--- config.mk ---
export PLATFORM = sky130hd
export DESIGN_NAME = submersion_hysteresis_debouncer
export DESIGN_NICKNAME = d
export VERILOG_FILES = /design/src/design/shd_pkg.sv /design/src/design/shd_core.sv /design/src/design/submersion_hysteresis_debouncer.sv
export SDC_FILE = /design/constraint.sdc
export NUM_CORES = 1
export LEC_CHECK = 0
export BUFFER_PORTS_ARGS = -buffer_cell sky130_fd_sc_hd__buf_2
export CAP_MARGIN = 25
export CORE_MARGIN = 4
export CORE_UTILIZATION = 45
export DETAILED_ROUTE_END_ITERATION = 8
export PLACE_DENSITY = 0.73
export SYNTH_ARGS = -nofsm -noshare
export SYNTH_HDL_FRONTEND = slang
export SYNTH_SLANG_ARGS = --single-unit
--- constraint.sdc ---
create_clock -name aclk -period 8.7 [get_ports aclk]
set_input_delay 0 -clock aclk [delete_from_list [all_inputs] [get_ports aclk]]
set_output_delay 0 -clock aclk [all_outputs]
set_load 0.005 [all_outputs]
--- src/design/shd_pkg.sv ---
// Package for the submersion hysteresis debouncer.
// Holds the shared register, mode and status types and the reset constants.
// It has no dependencies; the core and the top level both use it.
package shd_pkg;

    localparam int unsigned LevelWidth = 12;
    localparam int unsigned RawWidth   = 12;
    localparam int unsigned TimeWidth  = 32;
    localparam int unsigned CountWidth = 16;
    localparam int unsigned ModeWidth  = 2;
    localparam int unsigned AddrWidth  = 3;
    localparam int unsigned CfgDataWidth = 32;

    // Register indexes on the configuration port.
    localparam logic [AddrWidth-1:0] RegEnterThreshold = 3'd0;
    localparam logic [AddrWidth-1:0] RegExitThreshold  = 3'd1;
    localparam logic [AddrWidth-1:0] RegMinWetTime     = 3'd2;
    localparam logic [AddrWidth-1:0] RegMinDryTime     = 3'd3;
    localparam logic [AddrWidth-1:0] RegMinSampleCount = 3'd4;
    localparam logic [AddrWidth-1:0] RegEvidenceMode   = 3'd5;

    // How the level comparison and the wet contact are combined.
    typedef enum logic [ModeWidth-1:0] {
        MODE_LEVEL  = 2'd0,
        MODE_WET    = 2'd1,
        MODE_BOTH   = 2'd2,
        MODE_EITHER = 2'd3
    } evid_sel_t;

    localparam logic [LevelWidth-1:0] EnterThresholdReset = 12'd819;
    localparam logic [LevelWidth-1:0] ExitThresholdReset  = 12'd492;
    localparam logic [TimeWidth-1:0]  MinWetTimeReset     = 32'd1200;
    localparam logic [TimeWidth-1:0]  MinDryTimeReset     = 32'd700;
    localparam logic [CountWidth-1:0] MinSampleCountReset = 16'd3;

    localparam logic [CountWidth-1:0] CountMax = {CountWidth{1'b1}};

    typedef struct packed {
        logic [LevelWidth-1:0] enter_threshold;
        logic [LevelWidth-1:0] exit_threshold;
        logic [TimeWidth-1:0]  wet_hold_ms;
        logic [TimeWidth-1:0]  dry_hold_ms;
        logic [CountWidth-1:0] min_sample_count;
        evid_sel_t             evid_sel;
    } shd_cfg_t;

    // Status produced by the core for one sample.
    typedef struct packed {
        logic                  submerged;
        logic                  candidate_wet;
        logic [TimeWidth-1:0]  candidate_age_ms;
        logic [CountWidth-1:0] agree_count;
    } shd_status_t;

endpackage

--- src/design/shd_core.sv ---
// Debounce core of the submersion hysteresis debouncer.
// Holds the stable and candidate state and computes one sample's status.
// Depends on shd_pkg.
module shd_core (
    input  logic                          aclk,
    input  logic                          aresetn,
    input  logic                          step,
    input  shd_pkg::shd_cfg_t             cfg,
    input  logic [shd_pkg::LevelWidth-1:0] level,
    input  logic                          wet,
    input  logic [shd_pkg::TimeWidth-1:0] now_ms,
    output shd_pkg::shd_status_t          status
);

    logic                           stable_wet_reg, stable_wet_next;
    logic                           cand_state_reg, cand_state_next;
    logic                           cand_valid_reg, cand_valid_next;
    logic [shd_pkg::TimeWidth-1:0]  cand_start_reg, cand_start_next;
    logic [shd_pkg::CountWidth-1:0] sample_count_reg, sample_count_next;

    logic [shd_pkg::LevelWidth-1:0] thr_hi, thr_lo, thr;
    logic                           by_level;
    logic                           cand;
    logic                           new_cand;
    logic [shd_pkg::CountWidth-1:0] need_cnt;
    logic [shd_pkg::TimeWidth-1:0]  need_time;
    logic [shd_pkg::TimeWidth-1:0]  age;
    logic                           promote;

    always_comb begin
        // The larger threshold is always the entry level, the smaller the exit level.
        if (cfg.enter_threshold >= cfg.exit_threshold) begin
            thr_hi = cfg.enter_threshold;
            thr_lo = cfg.exit_threshold;
        end else begin
            thr_hi = cfg.exit_threshold;
            thr_lo = cfg.enter_threshold;
        end
        thr      = stable_wet_reg ? thr_lo : thr_hi;
        by_level = (level >= thr);

        case (cfg.evid_sel)
            shd_pkg::MODE_LEVEL:  cand = by_level;
            shd_pkg::MODE_WET:    cand = wet;
            shd_pkg::MODE_BOTH:   cand = by_level & wet;
            shd_pkg::MODE_EITHER: cand = by_level | wet;
            default:              cand = by_level | wet;
        endcase

        new_cand = !cand_valid_reg || (cand != cand_state_reg);

        cand_valid_next = 1'b1;
        cand_state_next = cand;
        if (new_cand) begin
            cand_start_next   = now_ms;
            sample_count_next = shd_pkg::CountWidth'(1);
        end else begin
            cand_start_next = cand_start_reg;
            if (sample_count_reg < shd_pkg::CountMax) begin
                sample_count_next = sample_count_reg + shd_pkg::CountWidth'(1);
            end else begin
                sample_count_next = sample_count_reg;
            end
        end

        age = now_ms - cand_start_next;

        // A count of zero behaves as one.
        if (cfg.min_sample_count == '0) begin
            need_cnt = shd_pkg::CountWidth'(1);
        end else begin
            need_cnt = cfg.min_sample_count;
        end
        need_time = cand ? cfg.wet_hold_ms : cfg.dry_hold_ms;

        promote = (cand != stable_wet_reg) && (sample_count_next >= need_cnt)
                  && (age >= need_time);
        stable_wet_next = promote ? cand : stable_wet_reg;
    end

    always_ff @(posedge aclk) begin
        if (!aresetn) begin
            stable_wet_reg   <= 1'b0;
            cand_state_reg   <= 1'b0;
            cand_valid_reg   <= 1'b0;
            cand_start_reg   <= '0;
            sample_count_reg <= '0;
        end else if (step) begin
            stable_wet_reg   <= stable_wet_next;
            cand_state_reg   <= cand_state_next;
            cand_valid_reg   <= cand_valid_next;
            cand_start_reg   <= cand_start_next;
            sample_count_reg <= sample_count_next;
        end
    end

    assign status.submerged        = stable_wet_next;
    assign status.candidate_wet    = cand_state_next;
    assign status.candidate_age_ms = age;
    assign status.agree_count      = sample_count_next;

`ifndef SYNTHESIS
    // A fresh candidate restarts its count at one and its clock at this sample.
    a_new_cand_restart: assert property (@(posedge aclk) disable iff (!aresetn)
        step && new_cand |=> sample_count_reg == shd_pkg::CountWidth'(1)
                             && cand_start_reg == $past(now_ms))
        else $error("new candidate did not restart count and start time");

    // Once a candidate exists its run count is never zero.
    a_count_nonzero: assert property (@(posedge aclk) disable iff (!aresetn)
        cand_valid_reg |-> sample_count_reg != '0)
        else $error("candidate valid with zero count");

    // The stable state only ever moves onto the current candidate.
    a_stable_follows_cand: assert property (@(posedge aclk) disable iff (!aresetn)
        step && (stable_wet_next != stable_wet_reg) |=> stable_wet_reg == cand_state_reg)
        else $error("stable state changed away from candidate");

    // Without a sample the debounce state holds.
    a_state_holds: assert property (@(posedge aclk) disable iff (!aresetn)
        !step |=> $stable(stable_wet_reg) && $stable(sample_count_reg))
        else $error("debounce state changed without a sample");
`endif

endmodule

--- src/design/submersion_hysteresis_debouncer.sv ---
// Top level of the submersion hysteresis debouncer.
// Holds the stream ports, configuration registers and the input and result registers.
// Depends on shd_pkg and shd_core.

// Each input word is one water-level sample and produces exactly one status word.
// A sample waits in the input register, the debounce core updates its state as
// the sample moves into the result register, and the result waits there until
// the sink takes it. The block sustains one word per cycle while the sink does
// not stall: the only loop is the state update in the core (a 12-bit threshold
// compare, a 32-bit age subtract and compare, and a 16-bit count compare). The
// level is compared with the larger threshold while the stable state is dry and
// with the smaller one while it is submerged; the candidate becomes stable once
// it has agreed on enough consecutive samples and has lasted the wet or dry
// minimum time. Configuration registers may be written only while no sample is
// in flight.
module submersion_hysteresis_debouncer (
    input  logic                               aclk,
    input  logic                               aresetn,

    input  logic                               s_tvalid,
    output logic                               s_tready,
    // level[11:0], wet[12], raw_reading[24:13], sample_ms[56:25], zero fill above
    input  logic [63:0]                        s_tdata,

    output logic                               m_tvalid,
    input  logic                               m_tready,
    // submerged[0], candidate_wet[1], raw_out[13:2], level_out[25:14],
    // time_out[57:26], candidate_age_ms[89:58], agree_count[105:90], zero fill above
    output logic [111:0]                       m_tdata,

    input  logic                               cfg_wr_en,
    input  logic [shd_pkg::AddrWidth-1:0]      cfg_addr,
    input  logic [shd_pkg::CfgDataWidth-1:0]   cfg_wr_data
);

    // Configuration registers.
    shd_pkg::shd_cfg_t cfg_reg;

    always_ff @(posedge aclk) begin
        if (!aresetn) begin
            cfg_reg.enter_threshold  <= shd_pkg::EnterThresholdReset;
            cfg_reg.exit_threshold   <= shd_pkg::ExitThresholdReset;
            cfg_reg.wet_hold_ms      <= shd_pkg::MinWetTimeReset;
            cfg_reg.dry_hold_ms      <= shd_pkg::MinDryTimeReset;
            cfg_reg.min_sample_count <= shd_pkg::MinSampleCountReset;
            cfg_reg.evid_sel         <= shd_pkg::MODE_EITHER;
        end else if (cfg_wr_en) begin
            // Writes to unused indexes are dropped.
            case (cfg_addr)
                shd_pkg::RegEnterThreshold:
                    cfg_reg.enter_threshold <= cfg_wr_data[shd_pkg::LevelWidth-1:0];
                shd_pkg::RegExitThreshold:
                    cfg_reg.exit_threshold <= cfg_wr_data[shd_pkg::LevelWidth-1:0];
                shd_pkg::RegMinWetTime:
                    cfg_reg.wet_hold_ms <= cfg_wr_data[shd_pkg::TimeWidth-1:0];
                shd_pkg::RegMinDryTime:
                    cfg_reg.dry_hold_ms <= cfg_wr_data[shd_pkg::TimeWidth-1:0];
                shd_pkg::RegMinSampleCount:
                    cfg_reg.min_sample_count <= cfg_wr_data[shd_pkg::CountWidth-1:0];
                shd_pkg::RegEvidenceMode:
                    cfg_reg.evid_sel <=
                        shd_pkg::evid_sel_t'(cfg_wr_data[shd_pkg::ModeWidth-1:0]);
                default: ;
            endcase
        end
    end

    // Input register. A new word is taken whenever the slot is empty or is
    // emptying into the result register in the same cycle.
    logic                            in_valid_reg;
    logic [shd_pkg::LevelWidth-1:0]  in_level_reg;
    logic                            in_wet_reg;
    logic [shd_pkg::RawWidth-1:0]    in_raw_reg;
    logic [shd_pkg::TimeWidth-1:0]   in_time_reg;

    logic out_load;
    logic in_load;

    // The result register can load when it is empty or its word is being taken.
    assign out_load = in_valid_reg && (!m_tvalid || m_tready);
    assign s_tready = !in_valid_reg || out_load;
    assign in_load  = s_tvalid && s_tready;

    always_ff @(posedge aclk) begin
        if (!aresetn) begin
            in_valid_reg <= 1'b0;
        end else if (s_tready) begin
            in_valid_reg <= s_tvalid;
        end
    end

    always_ff @(posedge aclk) begin
        if (in_load) begin
            in_level_reg <= s_tdata[11:0];
            in_wet_reg   <= s_tdata[12];
            in_raw_reg   <= s_tdata[24:13];
            in_time_reg  <= s_tdata[56:25];
        end
    end

    shd_pkg::shd_status_t status;

    shd_core u_core (
        .aclk    (aclk),
        .aresetn (aresetn),
        .step    (out_load),
        .cfg     (cfg_reg),
        .level   (in_level_reg),
        .wet     (in_wet_reg),
        .now_ms  (in_time_reg),
        .status  (status)
    );

    // Result register.
    logic                            out_valid_reg;
    shd_pkg::shd_status_t            out_status_reg;
    logic [shd_pkg::RawWidth-1:0]    out_raw_reg;
    logic [shd_pkg::LevelWidth-1:0]  out_level_reg;
    logic [shd_pkg::TimeWidth-1:0]   out_time_reg;

    always_ff @(posedge aclk) begin
        if (!aresetn) begin
            out_valid_reg <= 1'b0;
        end else if (out_load) begin
            out_valid_reg <= 1'b1;
        end else if (m_tready) begin
            out_valid_reg <= 1'b0;
        end
    end

    always_ff @(posedge aclk) begin
        if (out_load) begin
            out_status_reg <= status;
            out_raw_reg    <= in_raw_reg;
            out_level_reg  <= in_level_reg;
            out_time_reg   <= in_time_reg;
        end
    end

    assign m_tvalid          = out_valid_reg;
    assign m_tdata[0]        = out_status_reg.submerged;
    assign m_tdata[1]        = out_status_reg.candidate_wet;
    assign m_tdata[13:2]     = out_raw_reg;
    assign m_tdata[25:14]    = out_level_reg;
    assign m_tdata[57:26]    = out_time_reg;
    assign m_tdata[89:58]    = out_status_reg.candidate_age_ms;
    assign m_tdata[105:90]   = out_status_reg.agree_count;
    assign m_tdata[111:106]  = '0;

endmodule

After elaboration in Yosys (flattened, before gate mapping). Index checks and enable logic that the tools add are counted.

Register bits: 322. Bits of input ports: 104. Output and inout port bits: 114. Word-level logic and storage cells: 75.

Add/sub/neg operators: 2. $lt $le $gt $ge: 5. Eq/ne operators: 10. Multiplexer cells: 12. Bitwise logic cells: 2. Reductions and logical operators: 20.

Operators by type and width (count): 2-to-1 mux 32 bit (2); 2-to-1 mux 16 bit (3); 2-to-1 mux 12 bit (3); greater-or-equal comparator 32 bit (1); subtractor 32 bit (1); greater-or-equal comparator 12 bit (2); adder 16 x 1 -> 16 bit, second input constant (1); greater-or-equal comparator 16 bit (1); zero test 16 bit (1); less-than comparator 16 bit, second input constant (1); AND reduction 2 bit (6); equality test 3 x 2 -> 1 bit, second input constant (2); equality test 3 bit, second input constant (2); equality test 2 bit, second input constant (2); logical AND 1 bit (4); case mux 1 bit (4 select lines) (1); equality test 3 x 1 -> 1 bit, second input constant (1); zero test 1 bit (3); zero test 3 bit (1); logical OR 1 bit (3); 2-to-1 mux 1 bit (3); equality test 2 x 1 -> 1 bit, second input constant (1); zero test 2 bit (1); != test 1 bit (2); 3 further kinds (3).

Logic depth before layout (Yosys ltp).
Word-level depth: 13. Depth in mapped cells: 45. Mapped depth without buffers: 44.

By module. A second synthesis with hierarchy kept.

Cells, all modules: 1411. Area, all modules: 15803.9 um^2.

Modules (own cells, without submodules): submersion_hysteresis_debouncer (instances 1, cells an instance 580, area an instance 9082.5 um^2, sequential area each 7056.8 um^2); shd_core (instances 1, cells an instance 831, area an instance 6721.4 um^2, sequential area each 1021.0 um^2).

Least setup slack after synthesis. OpenSTA, ideal clock, no wires.

Path kind: register -> register. Start point: register cfg_reg[94] (netlist bit). End point: register out_status_reg (netlist bit m_tdata[0]), data pin. Library setup time: 0.270 ns. Data arrival time: 9.202 ns. Data required time: 8.430 ns. Path slack: -0.772 ns. Cell stages (with the launch flop): 46. Buffers on the path: 3. Period minus slack after synthesis: 9.472 ns. Cells stage by stage: dfxtp_1 > inv_1 > ha_1 > nand2b_1 > a21o_1 > a21o_1 > a21o_1 > a21o_1 > a21o_1 > a211oi_1 > a2bb2oi_1 > mux2i_1 > clkbuf_1 > a221oi_1 > ha_1 > a221o_1 > a31oi_2 > nor2_2 > [... 10 more ...] > nor2_1 > o211ai_2 > a41o_1 > o311a_1 > nand4_1 > a31o_1 > xnor2_1 > ha_1 > a21o_1 > a21o_1 > a21o_1 > a21o_1 > a21o_1 > a21oi_1 > nor2b_1 > a2111oi_0 > nor3_1 > mux2i_1.

RTL lines: start, declared (RTL line submersion_hysteresis_debouncer.sv:37) `shd_pkg::shd_cfg_t cfg_reg;`; end signal, assigned (RTL line submersion_hysteresis_debouncer.sv:133) `out_status_reg <= status;`; end, declared (RTL line submersion_hysteresis_debouncer.sv:116) `shd_pkg::shd_status_t out_status_reg;`.

==> metrics.md <==
| Metric | Value |
|---|---|
| Status | `completed` |
| DP Cell Count | `2,220` |
| Initial antenna violation count | `0` |
| Row cnt | `67` |
| Final Wtd Congestion | `0.930` |
| Dominant synthesized flop cell | `edfxtp_1` |
| Clock Tree Root | `clkbuf_16` |
| Post-Route WL | `42.7 mm` |
| # clock sinks | `322` |
| CP Launch Type | `flop` |
| Pins Over Slew Limit | `0` |
| Layout Area Growth over Synthesis | `33.0%` |
| CTS tree | `done` |
| Antenna cells | `0` |
| CP max-delay cell | `a2111oi_4` |
| Routed len/inst | `17.6 um` |
| # DRC | `0` |
| Post-route ant nets | `0` |
| Critical-path maximum fanout | `5` |
| Core Footprint | `0.0338 mm^2` |
| Largest register FFs | `106` |
| GR Overflow Total | `0` |
| Post-Syn Area per Cell | `10.2 um^2` |
| Die area | `0.0375 mm^2` |
| Via count | `13,100` |
| Leak | `8.56 nW` |
| Initial Util | `45.9%` |
| Design Power | `4.02 mW` |
| Post-DP HPWL | `28.5 mm` |
| Crit path largest cell delay | `0.39 ns` |
| Critical path endpoint category | `flop` |
| Gr usage total | `21.9%` |
| Synthesized area | `0.0155 mm^2` |
| Final setup viols | `0` |
| Most frequent cells in the layout | `nand2_1 (265), buf_2 (204), buf_4 (164)` |
| Share of cells above drive strength 1 | `25.7%` |
| Final-stage net count | `2,153` |
| Maxcap violations | `0` |
| Setup TNS | `0 ns` |
| Final Non-Filler Cells | `2,419` |
| Fin. Hold Viols | `0` |
| Crit path required time | `8.97 ns` |
| Die width | `194 um` |
| Starting DRC count in detailed routing | `767` |
| VDD IR max | `0.000166 V` |
| Tightest Pin Transition | `0.985 ns` |
| Hold Crit Class | `in2reg` |
| Die span in y | `194 um` |
| # port buffers | `204` |
| Multi-input logic area | `0.00739 mm^2` |
| Slew margin rel. | `34.3%` |
| Minimum clock period | `8.51 ns` |
| Warnings from Yosys | `0` |
| Worst-path clk slew | `0.06 ns` |
| Worst Clk Skew | `0.0235 ns` |
| Post-synthesis cell type count | `66` |
| Inserted Clock Buffers | `36` |
| PwrDens | `195 mW/mm^2` |
| Io pins | `218` |
| Largest net degree at the start of global routing | `104` |
| Fill cells | `2,722` |
| Clock Latency Late Sink | `0.53 ns` |
| Drt via density | `5.40` |
| Fmax achieved | `117 MHz` |
| CTS max path bufs | `3` |
| Final period util | `97.8%` |
| First-pass GRT wire length | `68.4 mm` |
| Seq cells post-synth | `322` |
| Async S/R FF share, synth | `0%` |
| Most common cell after layout, fill and taps aside | `nand2_1` |
| Cells after Synth | `1,518` |
| Post-synthesis sequential area ratio | `52.1%` |
| Reg area | `0.00808 mm^2` |
| Most used cell, CP | `a21o_1` |
| Post-synth EDFFs | `163` |
| Total iterations of the first detailed-routing run | `5` |
| Placed cell area | `0.0178 mm^2` |
| Vias in the first global route | `13,000` |
| Finished Core Util | `61.0%` |
| Critical Setup Path Class | `reg2reg` |
| Design area | `0.0206 mm^2` |
| Unrepaired setup endpoints after global routing | `yes` |
| H-tree Lvls | `2` |
| Crit path DAT | `8.78 ns` |
==> final cells by class <==
type	count	area share [%]
timing repair buffer	469	16.0
clock buffer	49	4.76
tap	448	2.72
sequential	322	39.2
inverter	47	0.886
multi-input combinational	1070	35.8
clock inverter	14	0.643
==> through the flow <==
stage | worst slack (ns) | hold slack [ns]
floorplan | 0.00452 | 0.0989
global placement | -0.120 | 0.176
detailed placement | -0.384 | 0.178
CTS | 0.0161 | 0.0302
global route | -0.231 | 0.0764
finish | 0.188 | 0.0498
==> metal layers <==
layer | vias up | wire, um | track usage [%]
li1 | 6326 | - | -
met1 | 6210 | 18400 | 29.1
met2 | 442 | 20400 | 36.9
met3 | 90 | 2680 | 4.12
met4 | 0 | 1140 | 6.56
met5 | - | 0 | 0
==> cell usage after synthesis (all sizes together), types with 2 or more instances <==
| cell type | count | area share, % |
|---|---|---|
| a211o | 4 | 0.23 |
| o21ai | 26 | 0.84 |
| buf | 14 | 0.51 |
| a41o | 2 | 0.13 |
| nor4 | 6 | 0.28 |
| or3 | 7 | 0.28 |
| a2111oi | 4 | 0.23 |
| o2111ai | 4 | 0.23 |
| and2 | 5 | 0.20 |
| nor2 | 94 | 2.3 |
| and4 | 2 | 0.11 |
| or2 | 6 | 0.24 |
| xnor2 | 22 | 1.2 |
| mux2i | 93 | 6.0 |
| nor3 | 19 | 0.69 |
| a311oi | 4 | 0.23 |
| o22ai | 13 | 0.52 |
| edfxtp | 163 | 32 |
| a311o | 2 | 0.13 |
| dfxtp | 159 | 21 |
| inv | 47 | 1.1 |
| a21boi | 3 | 0.15 |
| o21bai | 7 | 0.34 |
| a21o | 45 | 2.2 |
| a221oi | 11 | 0.62 |
| clkbuf | 70 | 1.7 |
| ha | 102 | 8.2 |
| and3 | 6 | 0.24 |
| nand3 | 32 | 1.0 |
| a31oi | 10 | 0.44 |
| nand4 | 19 | 0.77 |
| a21oi | 138 | 4.5 |
| nand2b | 11 | 0.44 |
| o31ai | 3 | 0.15 |
| a211oi | 34 | 1.7 |
| xor2 | 17 | 0.96 |
| nand2 | 266 | 6.4 |
| a221o | 2 | 0.13 |
| o211ai | 14 | 0.74 |
| o21a | 9 | 0.44 |
| nor2b | 10 | 0.40 |
==> final timing paths <==
check,from,end,slack [ns],cells past startpoint
worst min register to register,in_raw_reg[2],out_raw_reg[2],0.42,0
worst max register to register,cfg_reg[94],m_tdata[0],0.19,44
worst min-delay path,cfg_addr[1],cfg_reg[0],0.05,5
worst max-delay path,cfg_reg[94],m_tdata[0],0.19,44
==> worst max-delay path: cells and delay by family (launching register included) <==
kind / cells / cell delay, ns
muxes: 4 / 0.68
and+or+nand+nor: 10 / 1.24
DFF: 1 / 0.33
adders and majority gates: 4 / 1.07
buffers and inverters: 6 / 0.74
xor gates and xnor gates: 2 / 0.42
AOI/OAI and AO/OA: 18 / 3.73
==> timing repair <==
item	4_1_cts	5_1_grt
hold buffers	95	0
setup buffers	29	15
pin swaps	30	63
gates resized for setup	48	48
gates cloned	1	0
endpoints found under the hold margin	165	0
setup endpoints to repair	2	3
==> logic make-up after synthesis <==
family,after synthesis,synth area share (%)
muxes,93,6.00
AOI/OAI and AO/OA,343,14.4
and+or+nand+nor,486,13.6
buffers and inverters,131,3.34
DFF,322,52.1
adders and majority gates,103,8.36
xor gates and xnor gates,39,2.20
other,1,0.0242
==> power breakdown <==
| group | internal (mW) | leakage (nW) | switching, mW |
|---|---|---|---|
| clock network | 0.852 | 0.528 | 0.609 |
| logic | 0.412 | 5.20 | 0.423 |
| registers | 1.68 | 2.83 | 0.0402 |
| total | 2.95 | 8.56 | 1.07 |
Note: power is estimated with default switching activity, not from simulation.
